===== config.mk =====
export PLATFORM = sky130hd
export DESIGN_NAME = spectrum_band_peak_meter
export DESIGN_NICKNAME = d
export VERILOG_FILES = /design/src/design/bmeter_pkg.sv /design/src/design/bmeter_front.sv /design/src/design/bmeter_fifo.sv /design/src/design/bmeter_div.sv /design/src/design/bmeter_back.sv /design/src/design/spectrum_band_peak_meter.sv
export SDC_FILE = /design/constraint.sdc
export NUM_CORES = 2
export LEC_CHECK = 0
export BUFFER_PORTS_ARGS = -buffer_cell sky130_fd_sc_hd__buf_2
export CAP_MARGIN = 20
export CORE_UTILIZATION = 30
export DETAILED_ROUTE_END_ITERATION = 8
export HOLD_SLACK_MARGIN = 0.03
export MAX_ROUTING_LAYER = met4
export PLACE_DENSITY_LB_ADDON = 0.05
export SETUP_SLACK_MARGIN = 0.15
export SYNTH_ARGS = -nofsm -noshare
export SYNTH_HDL_FRONTEND = slang
export SYNTH_HIERARCHICAL = 1
export SYNTH_SLANG_ARGS = --single-unit

===== constraint.sdc =====
create_clock -name clock -period 23.9 [get_ports clock]
set_input_delay 3.585 -clock clock [delete_from_list [all_inputs] [get_ports clock]]
set_output_delay 3.585 -clock clock [all_outputs]
set_load 0.005 [all_outputs]

===== src/design/bmeter_pkg.sv =====
// Package for the spectrum band peak meter.
// Payload structs, queue entry type, opcodes and widths; no dependencies.
package bmeter_pkg;

   localparam int MAX_BARS_DEF = 32;
   localparam int MAG_W        = 24;
   localparam int SUM_W        = 33;
   localparam int CNT_W        = 10;
   localparam int BP_W         = 9;
   localparam int LEVEL_STEPS  = 185;
   localparam int QUEUE_DEPTH  = 4;

   localparam logic [1:0] OP_BIN   = 2'd0;
   localparam logic [1:0] OP_TABLE = 2'd1;
   localparam logic [1:0] OP_CLEAR = 2'd2;

   typedef struct packed {
      logic [1:0]  opcode;
      logic [23:0] bin_value;
      logic        last_bin;
      logic [5:0]  table_index;
      logic [8:0]  table_value;
   } req_type;

   typedef struct packed {
      logic [4:0]  bar_index;
      logic [7:0]  level;
      logic [23:0] band_mean;
      logic        last_bar;
   } rsp_type;

   typedef struct packed {
      logic             clear;
      logic [4:0]       bar;
      logic             last_bar;
      logic [SUM_W-1:0] sum;
      logic [CNT_W-1:0] count;
   } job_type;

endpackage


===== src/design/bmeter_front.sv =====
// Front end: accepts requests, keeps the breakpoint table and the band accumulator.
// Pushes band-close and peak-clear jobs to the queue. Uses bmeter_pkg.
module bmeter_front #(
   parameter int MAX_BARS = bmeter_pkg::MAX_BARS_DEF
) (
   input  logic              clock,
   input  logic              reset,
   input  logic              req_valid,
   output logic              req_ready,
   input  bmeter_pkg::req_type req_data,
   input  logic [5:0]        num_bars,
   input  logic              q_full,
   output logic              q_push,
   output bmeter_pkg::job_type q_data
);
   import bmeter_pkg::*;

   localparam int BW = $clog2(MAX_BARS + 1);
   localparam int IW = $clog2(MAX_BARS);

   // entry 0 on its own; tab_ff[i] holds breakpoint entry i+1
   logic [BP_W-1:0]  bp0_ff;
   logic [BP_W-1:0]  tab_ff [MAX_BARS];
   logic [SUM_W-1:0] sum_ff, sum_in;
   logic [CNT_W-1:0] cnt_ff, cnt_in;
   logic [BW-1:0]    band_ff, band_in;

   logic             acc;
   logic [6:0]       nb;
   logic             active;
   logic [IW-1:0]    lo_idx, hi_idx;
   logic [CNT_W-1:0] lo, hi;
   logic [SUM_W:0]   sum_add;
   logic [SUM_W-1:0] sum_new;
   logic             close;

   assign req_ready = !q_full;
   assign acc = req_valid && req_ready;

   always_comb begin
      nb = (7'(num_bars) > 7'(MAX_BARS)) ? 7'(MAX_BARS) : 7'(num_bars);
      active = 7'(band_ff) < nb;
      lo_idx = IW'(band_ff - BW'(1));
      hi_idx = band_ff[IW-1:0];
      lo = (band_ff == '0) ? CNT_W'(bp0_ff) : CNT_W'(tab_ff[lo_idx]) + CNT_W'(1);
      hi = CNT_W'(tab_ff[hi_idx]);
      sum_add = {1'b0, sum_ff} + (SUM_W+1)'(req_data.bin_value);
      sum_new = sum_ff;
      if (active && cnt_ff >= lo && cnt_ff <= hi)
         sum_new = sum_add[SUM_W] ? {SUM_W{1'b1}} : sum_add[SUM_W-1:0];
      close = active && cnt_ff == hi && hi >= lo;

      q_push = 1'b0;
      q_data.clear = 1'b0;
      q_data.bar = 5'(band_ff);
      q_data.last_bar = (7'(band_ff) + 7'd1) == nb;
      q_data.sum = sum_new;
      q_data.count = hi - lo + CNT_W'(1);

      sum_in = sum_ff;
      cnt_in = cnt_ff;
      band_in = band_ff;
      if (acc) begin
         case (req_data.opcode)
            OP_BIN: begin
               sum_in = sum_new;
               if (close) begin
                  q_push = 1'b1;
                  band_in = band_ff + BW'(1);
                  sum_in = '0;
               end
               if (req_data.last_bin) begin
                  cnt_in = '0;
                  band_in = '0;
                  sum_in = '0;
               end else if (cnt_ff != {CNT_W{1'b1}}) begin
                  cnt_in = cnt_ff + CNT_W'(1);
               end
            end
            OP_CLEAR: begin
               q_push = 1'b1;
               q_data.clear = 1'b1;
            end
            default: ;
         endcase
      end
   end

   always_ff @(posedge clock) begin
      if (reset) begin
         sum_ff <= '0;
         cnt_ff <= '0;
         band_ff <= '0;
         bp0_ff <= '0;
         for (int i = 0; i < MAX_BARS; i++) tab_ff[i] <= '0;
      end else begin
         sum_ff <= sum_in;
         cnt_ff <= cnt_in;
         band_ff <= band_in;
         if (acc && req_data.opcode == OP_TABLE) begin
            if (req_data.table_index == '0)
               bp0_ff <= req_data.table_value;
            else if (7'(req_data.table_index) <= 7'(MAX_BARS))
               tab_ff[IW'(req_data.table_index - 6'd1)] <= req_data.table_value;
         end
      end
   end
endmodule


===== src/design/bmeter_fifo.sv =====
// Short job queue between front and back end.
// Uses bmeter_pkg for the entry type.
module bmeter_fifo (
   input  logic               clock,
   input  logic               reset,
   input  logic               push,
   input  bmeter_pkg::job_type push_data,
   input  logic               pop,
   output bmeter_pkg::job_type pop_data,
   output logic               full,
   output logic               empty
);
   import bmeter_pkg::*;

   localparam int AW = $clog2(QUEUE_DEPTH);

   job_type       mem_ff [QUEUE_DEPTH];
   logic [AW-1:0] wr_ff, rd_ff;
   logic [AW:0]   fill_ff;

   assign full = fill_ff == (AW+1)'(QUEUE_DEPTH);
   assign empty = fill_ff == '0;
   assign pop_data = mem_ff[rd_ff];

   always_ff @(posedge clock) begin
      if (push && !full) mem_ff[wr_ff] <= push_data;
   end

   always_ff @(posedge clock) begin
      if (reset) begin
         wr_ff <= '0;
         rd_ff <= '0;
         fill_ff <= '0;
      end else begin
         if (push && !full) wr_ff <= wr_ff + AW'(1);
         if (pop && !empty) rd_ff <= rd_ff + AW'(1);
         fill_ff <= fill_ff + (AW+1)'(push && !full) - (AW+1)'(pop && !empty);
      end
   end
endmodule


===== src/design/bmeter_div.sv =====
// Restoring divider, one quotient bit per cycle, 33-bit dividend by 24-bit divisor.
// Uses bmeter_pkg for widths.
module bmeter_div (
   input  logic                        clock,
   input  logic                        reset,
   input  logic                        start,
   input  logic [bmeter_pkg::SUM_W-1:0] dividend,
   input  logic [bmeter_pkg::MAG_W-1:0] divisor,
   output logic                        done,
   output logic [bmeter_pkg::SUM_W-1:0] quotient
);
   import bmeter_pkg::*;

   logic [SUM_W-1:0] quot_ff;
   logic [MAG_W-1:0] rem_ff, dvs_ff;
   logic [5:0]       cnt_ff;
   logic             done_ff;
   logic [MAG_W:0]   trial;
   logic             bit_q;

   assign done = done_ff;
   assign quotient = quot_ff;

   always_comb begin
      trial = {rem_ff, quot_ff[SUM_W-1]};
      bit_q = trial >= {1'b0, dvs_ff};
   end

   always_ff @(posedge clock) begin
      if (reset) begin
         cnt_ff <= '0;
         done_ff <= 1'b0;
      end else begin
         done_ff <= cnt_ff == 6'd1;
         if (start) cnt_ff <= 6'(SUM_W);
         else if (cnt_ff != '0) cnt_ff <= cnt_ff - 6'd1;
      end
   end

   always_ff @(posedge clock) begin
      if (start) begin
         quot_ff <= dividend;
         rem_ff <= '0;
         dvs_ff <= divisor;
      end else if (cnt_ff != '0) begin
         quot_ff <= {quot_ff[SUM_W-2:0], bit_q};
         rem_ff <= bit_q ? MAG_W'(trial - {1'b0, dvs_ff}) : trial[MAG_W-1:0];
      end
   end
endmodule


===== src/design/bmeter_back.sv =====
// Back end: pops jobs, forms the band mean, updates peak hold and the level.
// Uses bmeter_pkg and bmeter_div.
module bmeter_back #(
   parameter int MAX_BARS = bmeter_pkg::MAX_BARS_DEF
) (
   input  logic               clock,
   input  logic               reset,
   input  logic               q_empty,
   input  bmeter_pkg::job_type q_data,
   output logic               q_pop,
   output logic               rsp_valid,
   input  logic               rsp_ready,
   output bmeter_pkg::rsp_type rsp_data
);
   import bmeter_pkg::*;

   localparam int IW = $clog2(MAX_BARS);

   typedef enum logic [4:0] {
      ST_IDLE  = 5'b00001,
      ST_MEAN  = 5'b00010,
      ST_PEAK  = 5'b00100,
      ST_LEVEL = 5'b01000,
      ST_OUT   = 5'b10000
   } state_type;

   state_type        state_ff, state_in;
   job_type          job_ff;
   logic [MAG_W-1:0] peak_ff [MAX_BARS];
   logic [MAX_BARS-1:0] pvld_ff;
   logic [MAG_W-1:0] mean_ff, top_ff, mean_c, top_c, old_pk;
   logic [7:0]       level_ff;
   logic             start;
   logic [SUM_W-1:0] dvd, quot;
   logic [MAG_W-1:0] dvs;
   logic             done;
   logic [IW-1:0]    idx;
   logic [31:0]      prod;

   assign idx = job_ff.bar[IW-1:0];
   assign q_pop = state_ff == ST_IDLE && !q_empty;
   assign rsp_valid = state_ff == ST_OUT;
   assign rsp_data = '{bar_index: job_ff.bar, level: level_ff,
                       band_mean: mean_ff, last_bar: job_ff.last_bar};

   bmeter_div u_div (
      .clock(clock), .reset(reset), .start(start), .dividend(dvd),
      .divisor(dvs), .done(done), .quotient(quot)
   );

   always_comb begin
      mean_c = (quot > SUM_W'({MAG_W{1'b1}})) ? {MAG_W{1'b1}} : quot[MAG_W-1:0];
      old_pk = pvld_ff[idx] ? peak_ff[idx] : '0;
      top_c = (old_pk > mean_c) ? old_pk : mean_c;
      prod = 32'(mean_ff) * 32'(LEVEL_STEPS);
      state_in = state_ff;
      start = 1'b0;
      dvd = SUM_W'(prod);
      dvs = top_ff;
      case (state_ff)
         ST_IDLE: begin
            dvd = q_data.sum;
            dvs = MAG_W'(q_data.count);
            if (!q_empty && !q_data.clear) begin
               start = 1'b1;
               state_in = ST_MEAN;
            end
         end
         ST_MEAN: if (done) state_in = ST_PEAK;
         ST_PEAK: begin
            if (top_ff == '0) state_in = ST_OUT;
            else begin
               start = 1'b1;
               state_in = ST_LEVEL;
            end
         end
         ST_LEVEL: if (done) state_in = ST_OUT;
         ST_OUT: if (rsp_ready) state_in = ST_IDLE;
         default: state_in = ST_IDLE;
      endcase
   end

   always_ff @(posedge clock) begin
      if (reset) begin
         state_ff <= ST_IDLE;
         pvld_ff <= '0;
      end else begin
         state_ff <= state_in;
         if (q_pop && q_data.clear) pvld_ff <= '0;
         if (state_ff == ST_MEAN && done) pvld_ff[idx] <= 1'b1;
      end
   end

   always_ff @(posedge clock) begin
      if (q_pop) job_ff <= q_data;
      if (state_ff == ST_MEAN && done) begin
         mean_ff <= mean_c;
         top_ff <= top_c;
         peak_ff[idx] <= top_c;
      end
      if (state_ff == ST_PEAK) level_ff <= '0;
      if (state_ff == ST_LEVEL && done) level_ff <= quot[7:0];
   end
endmodule


===== src/design/spectrum_band_peak_meter.sv =====
// Top level of the spectrum band peak meter.
// Holds the num_bars register; instantiates bmeter_front, bmeter_fifo, bmeter_back.
//
// Usage: FFT magnitude bins enter on req_* (opcode 0) in index order, last_bin
// marking the frame end. Opcode 1 writes a breakpoint entry, opcode 2 clears
// all peak-hold registers. Each closed band yields one rsp_* result with the
// band mean, the level mean*185/peak and the band index.
// csr_* writes num_bars; it is always ready.
// Each band result comes from two serial divisions in the back end: the mean,
// then the level, which is skipped when the peak is zero.
// Non-closing requests are taken one per cycle while the job queue is not full;
// the back end handles one job at a time, and the 4-entry job queue absorbs bursts.
// Reset clears the breakpoint table, peaks, accumulator and num_bars to 32.
// A stalled rsp_ready holds the result; the front keeps accepting requests
// until the queue fills, then drops req_ready.
module spectrum_band_peak_meter #(
   parameter int MAX_BARS = bmeter_pkg::MAX_BARS_DEF
) (
   input  logic                clock,
   input  logic                reset,
   input  logic                req_valid,
   output logic                req_ready,
   input  bmeter_pkg::req_type req_data,
   output logic                rsp_valid,
   input  logic                rsp_ready,
   output bmeter_pkg::rsp_type rsp_data,
   input  logic                csr_valid,
   output logic                csr_ready,
   input  logic [5:0]          csr_wdata
);
   import bmeter_pkg::*;

   logic [5:0] num_bars_ff;
   logic       q_full, q_empty, q_push, q_pop;
   job_type    push_data, pop_data;

   assign csr_ready = 1'b1;

   always_ff @(posedge clock) begin
      if (reset) num_bars_ff <= 6'd32;
      else if (csr_valid) num_bars_ff <= csr_wdata;
   end

   bmeter_front #(.MAX_BARS(MAX_BARS)) u_front (
      .clock(clock), .reset(reset), .req_valid(req_valid), .req_ready(req_ready),
      .req_data(req_data), .num_bars(num_bars_ff), .q_full(q_full),
      .q_push(q_push), .q_data(push_data)
   );

   bmeter_fifo u_fifo (
      .clock(clock), .reset(reset), .push(q_push), .push_data(push_data),
      .pop(q_pop), .pop_data(pop_data), .full(q_full), .empty(q_empty)
   );

   bmeter_back #(.MAX_BARS(MAX_BARS)) u_back (
      .clock(clock), .reset(reset), .q_empty(q_empty), .q_data(pop_data),
      .q_pop(q_pop), .rsp_valid(rsp_valid), .rsp_ready(rsp_ready),
      .rsp_data(rsp_data)
   );

`ifndef ASSERT_OFF
   a_level_max: assert property (@(posedge clock) disable iff (reset)
      rsp_valid |-> rsp_data.level <= 8'(LEVEL_STEPS))
      else $error("level above full scale");
   a_level_zero: assert property (@(posedge clock) disable iff (reset)
      rsp_valid && rsp_data.band_mean == '0 |-> rsp_data.level == '0)
      else $error("nonzero level for zero mean");
   a_no_ovf: assert property (@(posedge clock) disable iff (reset)
      q_full |-> !req_ready)
      else $error("request taken with full queue");
`endif
endmodule


==> flow_summary_export.csv <==
group,metric,value,unit
logic_synthesis,synthArstFlopShare,0,%
cells_and_area,layout.cells.non_filler,8371,
clocking,post_cts_buffers,0,
logic_synthesis,ys_seq_area_share,60.3,%
clocking,cts_root_buf,"clkbuf_16",
global_routing,grt_pass1_vias,43500,
logic_synthesis,yosysWarnings,6,
floorplanning,dieHeight,497,um
logic_synthesis,yosys.area.top_type,"edfxtp_1",
routing,met2WireLength,110000,um
floorplanning,io-pin-count,94,
timing,setup_viol,0,
placed_design,portBuffers,92,
setup_path,max_stage_delay,0.82,ns
cells_and_area,nets,5369,
power_and_ir_drop,max-vdd-ir-drop,0.0955,mV
timing,slew_headroom,25.7,%
power_and_ir_drop,power-per-cell-area,94.3,mW/mm2
clocking,clkSinkCount,1526,
clocking,cts_tree,"yes",
setup_path,crit_arrival,9.22,ns
cells_and_area,fillers,23500,
cells_and_area,mostFrequentLayoutCells,"1375 x edfxtp_1, 349 x mux4_2, 318 x nor2_1",
timing,fin_crit,8.48,ns
routing,vias,42400,
global_routing,antenna_found_initial,12,
floorplanning,core,0.243,mm2
clocking,cts_max_level,4,
clocking,clk_latency,0.83,ns
floorplanning,start_util,30.2,%
floorplanning,die_area,0.247,mm2
logic_synthesis,synth_edf_count,1375,
routing,vias_per_cell,5.06,
clocking,cts_resized,0,
hold_path,min_path_type,"flop to flop",
global_routing,grt_max_degree,136,
logic_synthesis,synth_seq_cells,1526,
power_and_ir_drop,p_leak,29.6,nW
logic_synthesis,netlist.area_leader.share,56.2,%
cells_and_area,final_common_cell,"edfxtp_1",
logic_synthesis,synth_area,0.0734,mm2
timing,finalCritPeriodShare,35.5,%
placed_design,dpl.cell_count,8032,
placed_design,gp_congestion,0.797,
global_routing,track_usage,19.3,%
power_and_ir_drop,power.total,7.87,mW
timing,fin_worst_skew,0.0367,ns
timing,worstMarginPinSlew,1.11,ns
placed_design,hpwl,152000,um
setup_path,endpoint_kind,"flop",
global_routing,grt_overflow_total,0,
logic_synthesis,postSynthCellCount,4917,
timing,final.setup.worst_slack,15.42,ns
clocking,cts_buffers,180,
routing,drt_iter0_drc,3052,
routing,met1Wirelength,107000,um
setup_path,cp_slowest_cell,"a2111oi_4",
logic_synthesis,synth_nets,5272,
logic_synthesis,netlist_top_cells_area,"edfxtp_1 56%, mux4_2 11%, dfxtp_1 4.1%, ha_1 4.0%, and2_1 2.7%",
routing,wl_per_cell,27.5,um
setup_path,critPathMostFrequentCell,"inv_1",
setup_path,start_kind,"flop",
clocking,clk_pin_slew_worst_paths,0.06,ns
routing,met3WireLength,8990,um
timing,fmax,118,MHz
logic_synthesis,ys.flop_type,"edfxtp_1",
timing,slew_violations,0,
floorplanning,die_w,497,um
timing,grt_setup_unrepaired,"no",
cells_and_area,drive_above_1_share,19.6,%
clocking,ctsLongestPathBuffers,3,
placed_design,pre_cts_slack,15.36,ns
setup_path,critPathRequiredTime,24.65,ns
floorplanning,rows,181,
logic_synthesis,synth.avg_cell_area,14.9,um2
timing,fin_tns_setup,0,ns
job,maxCapViolCount,0,
routing,dr.pass1.iters,5,
routing,dr.max_layer_used,"met4",
routing,wirelength,231000,um
status,status,"completed",
setup_path,worstSetupPathType,"flop to flop",
setup_path,crit_path_max_fanout,63,
clocking,cts_hold_buf,0,
logic_synthesis,synth_cell_type_count,108,
cells_and_area,syn2layout_area_growth,13.7,%
global_routing,grt_pass1_wl,329000,um
timing,final_hold_viol_count,0,
routing,drc,0,
routing,postRouteAntennaNets,0,
timing,hold_slack,0.487,ns
-- path summary, 6_finish.rpt --
kind	depth (start not counted)	startpoint	end	slack (ns)
setup / recovery	33	u_front/band_ff[1]	u_fifo/fill_ff[2]	15.42
hold / removal	2	u_fifo/rd_ff[1]	flop	0.49
setup reg to reg	33	u_front/band_ff[1]	u_fifo/fill_ff[2]	15.42
hold reg to reg	2	u_fifo/rd_ff[1]	flop	0.49
-- cell families (layout without fill, tap and decap cells) --
kind of cell    Yosys count  in the layout  share of synthesized area [%]
mux                     566            566                           14.2
simple gates           1241           1241                           8.75
fa+ha+maj               303            303                           5.87
xor+xnor                 99             99                           1.22
other cells               1              4                        0.00511
buf+inv                 503            752                           3.05
flops                  1526           1526                           60.3
compound gates          678            678                           6.53
-- flip-flops by register name, indices dropped and copies added (netlist names), 9 cells and up, named ones only --
signal                 cells
u_back/u_div/dvs_ff       24
u_back/top_ff             24
u_front/tab_ff           288
u_front/sum_ff            33
u_back/pvld_ff            32
u_back/peak_ff           768
u_fifo/mem_ff            200
u_back/mean_ff            24
u_back/u_div/quotient     33
u_front/cnt_ff            10
u_front/bp0_ff             9
u_back/u_div/rem_ff       24
-- power breakdown --
part           internal (mW)  leakage [nW]  switching, mW
Clock                   1.60          2.83           1.14
Combinational          0.746          12.0           1.14
Sequential              3.06          14.8          0.187
-- layer usage --
layer,global-route usage (%),vias up
met5,-,-
met1,26.0,22200
li1,-,19100
met2,30.5,853
met4,4.44,0
met3,2.90,258
-- worst max-delay path, delay by kind of cell, from the launching register on --
kind	cells	cell delay, ns
and+or+nand+nor	10	2.07
adders and majority gates	6	1.92
AOI/OAI and AO/OA	5	1.64
buffers and inverters	9	1.44
DFF	1	0.61
muxes	2	0.52
xor gates and xnor gates	1	0.16
-- metrics by stage --
stage / area [um2] / util (%)
after floorplan: 73400 / -
after global placement: 77600 / 31.9
after detailed placement: 77600 / 31.9
after CTS: 83500 / 34.3
after global routing: 83500 / 34.3
final: 83500 / 34.3
-- synth_stat cells, drive strengths merged, types with 35 or more instances --
cell type	n
nand3	75
nand2	195
a22oi	116
buf	103
inv	236
dfxtp	151
fa	69
edfxtp	1375
or2	40
mux4	365
ha	233
and2	321
nor2	355
mux2	74
xor2	41
o21ai	72
mux2i	127
a211oi	46
a21o	48
a21oi	200
nor3	35
nor2b	45
xnor2	58
clkbuf	164
-- layout make-up --
| cell class | count | area [um2] | area share (%) |
|---|---|---|---|
| Inverter | 236 | 886 | 1.06 |
| Tap cell | 3202 | 4010 | 4.80 |
| Clock inverter | 92 | 1020 | 1.22 |
| Sequential cell | 1526 | 44300 | 53.1 |
| Multi-Input combinational cell | 2888 | 27200 | 32.6 |
| Clock buffer | 242 | 4850 | 5.81 |
| Timing Repair Buffer | 182 | 1180 | 1.41 |
| Antenna cell | 3 | 7.51 | 0.00899 |
Note: power is estimated with default switching activity, not from simulation.
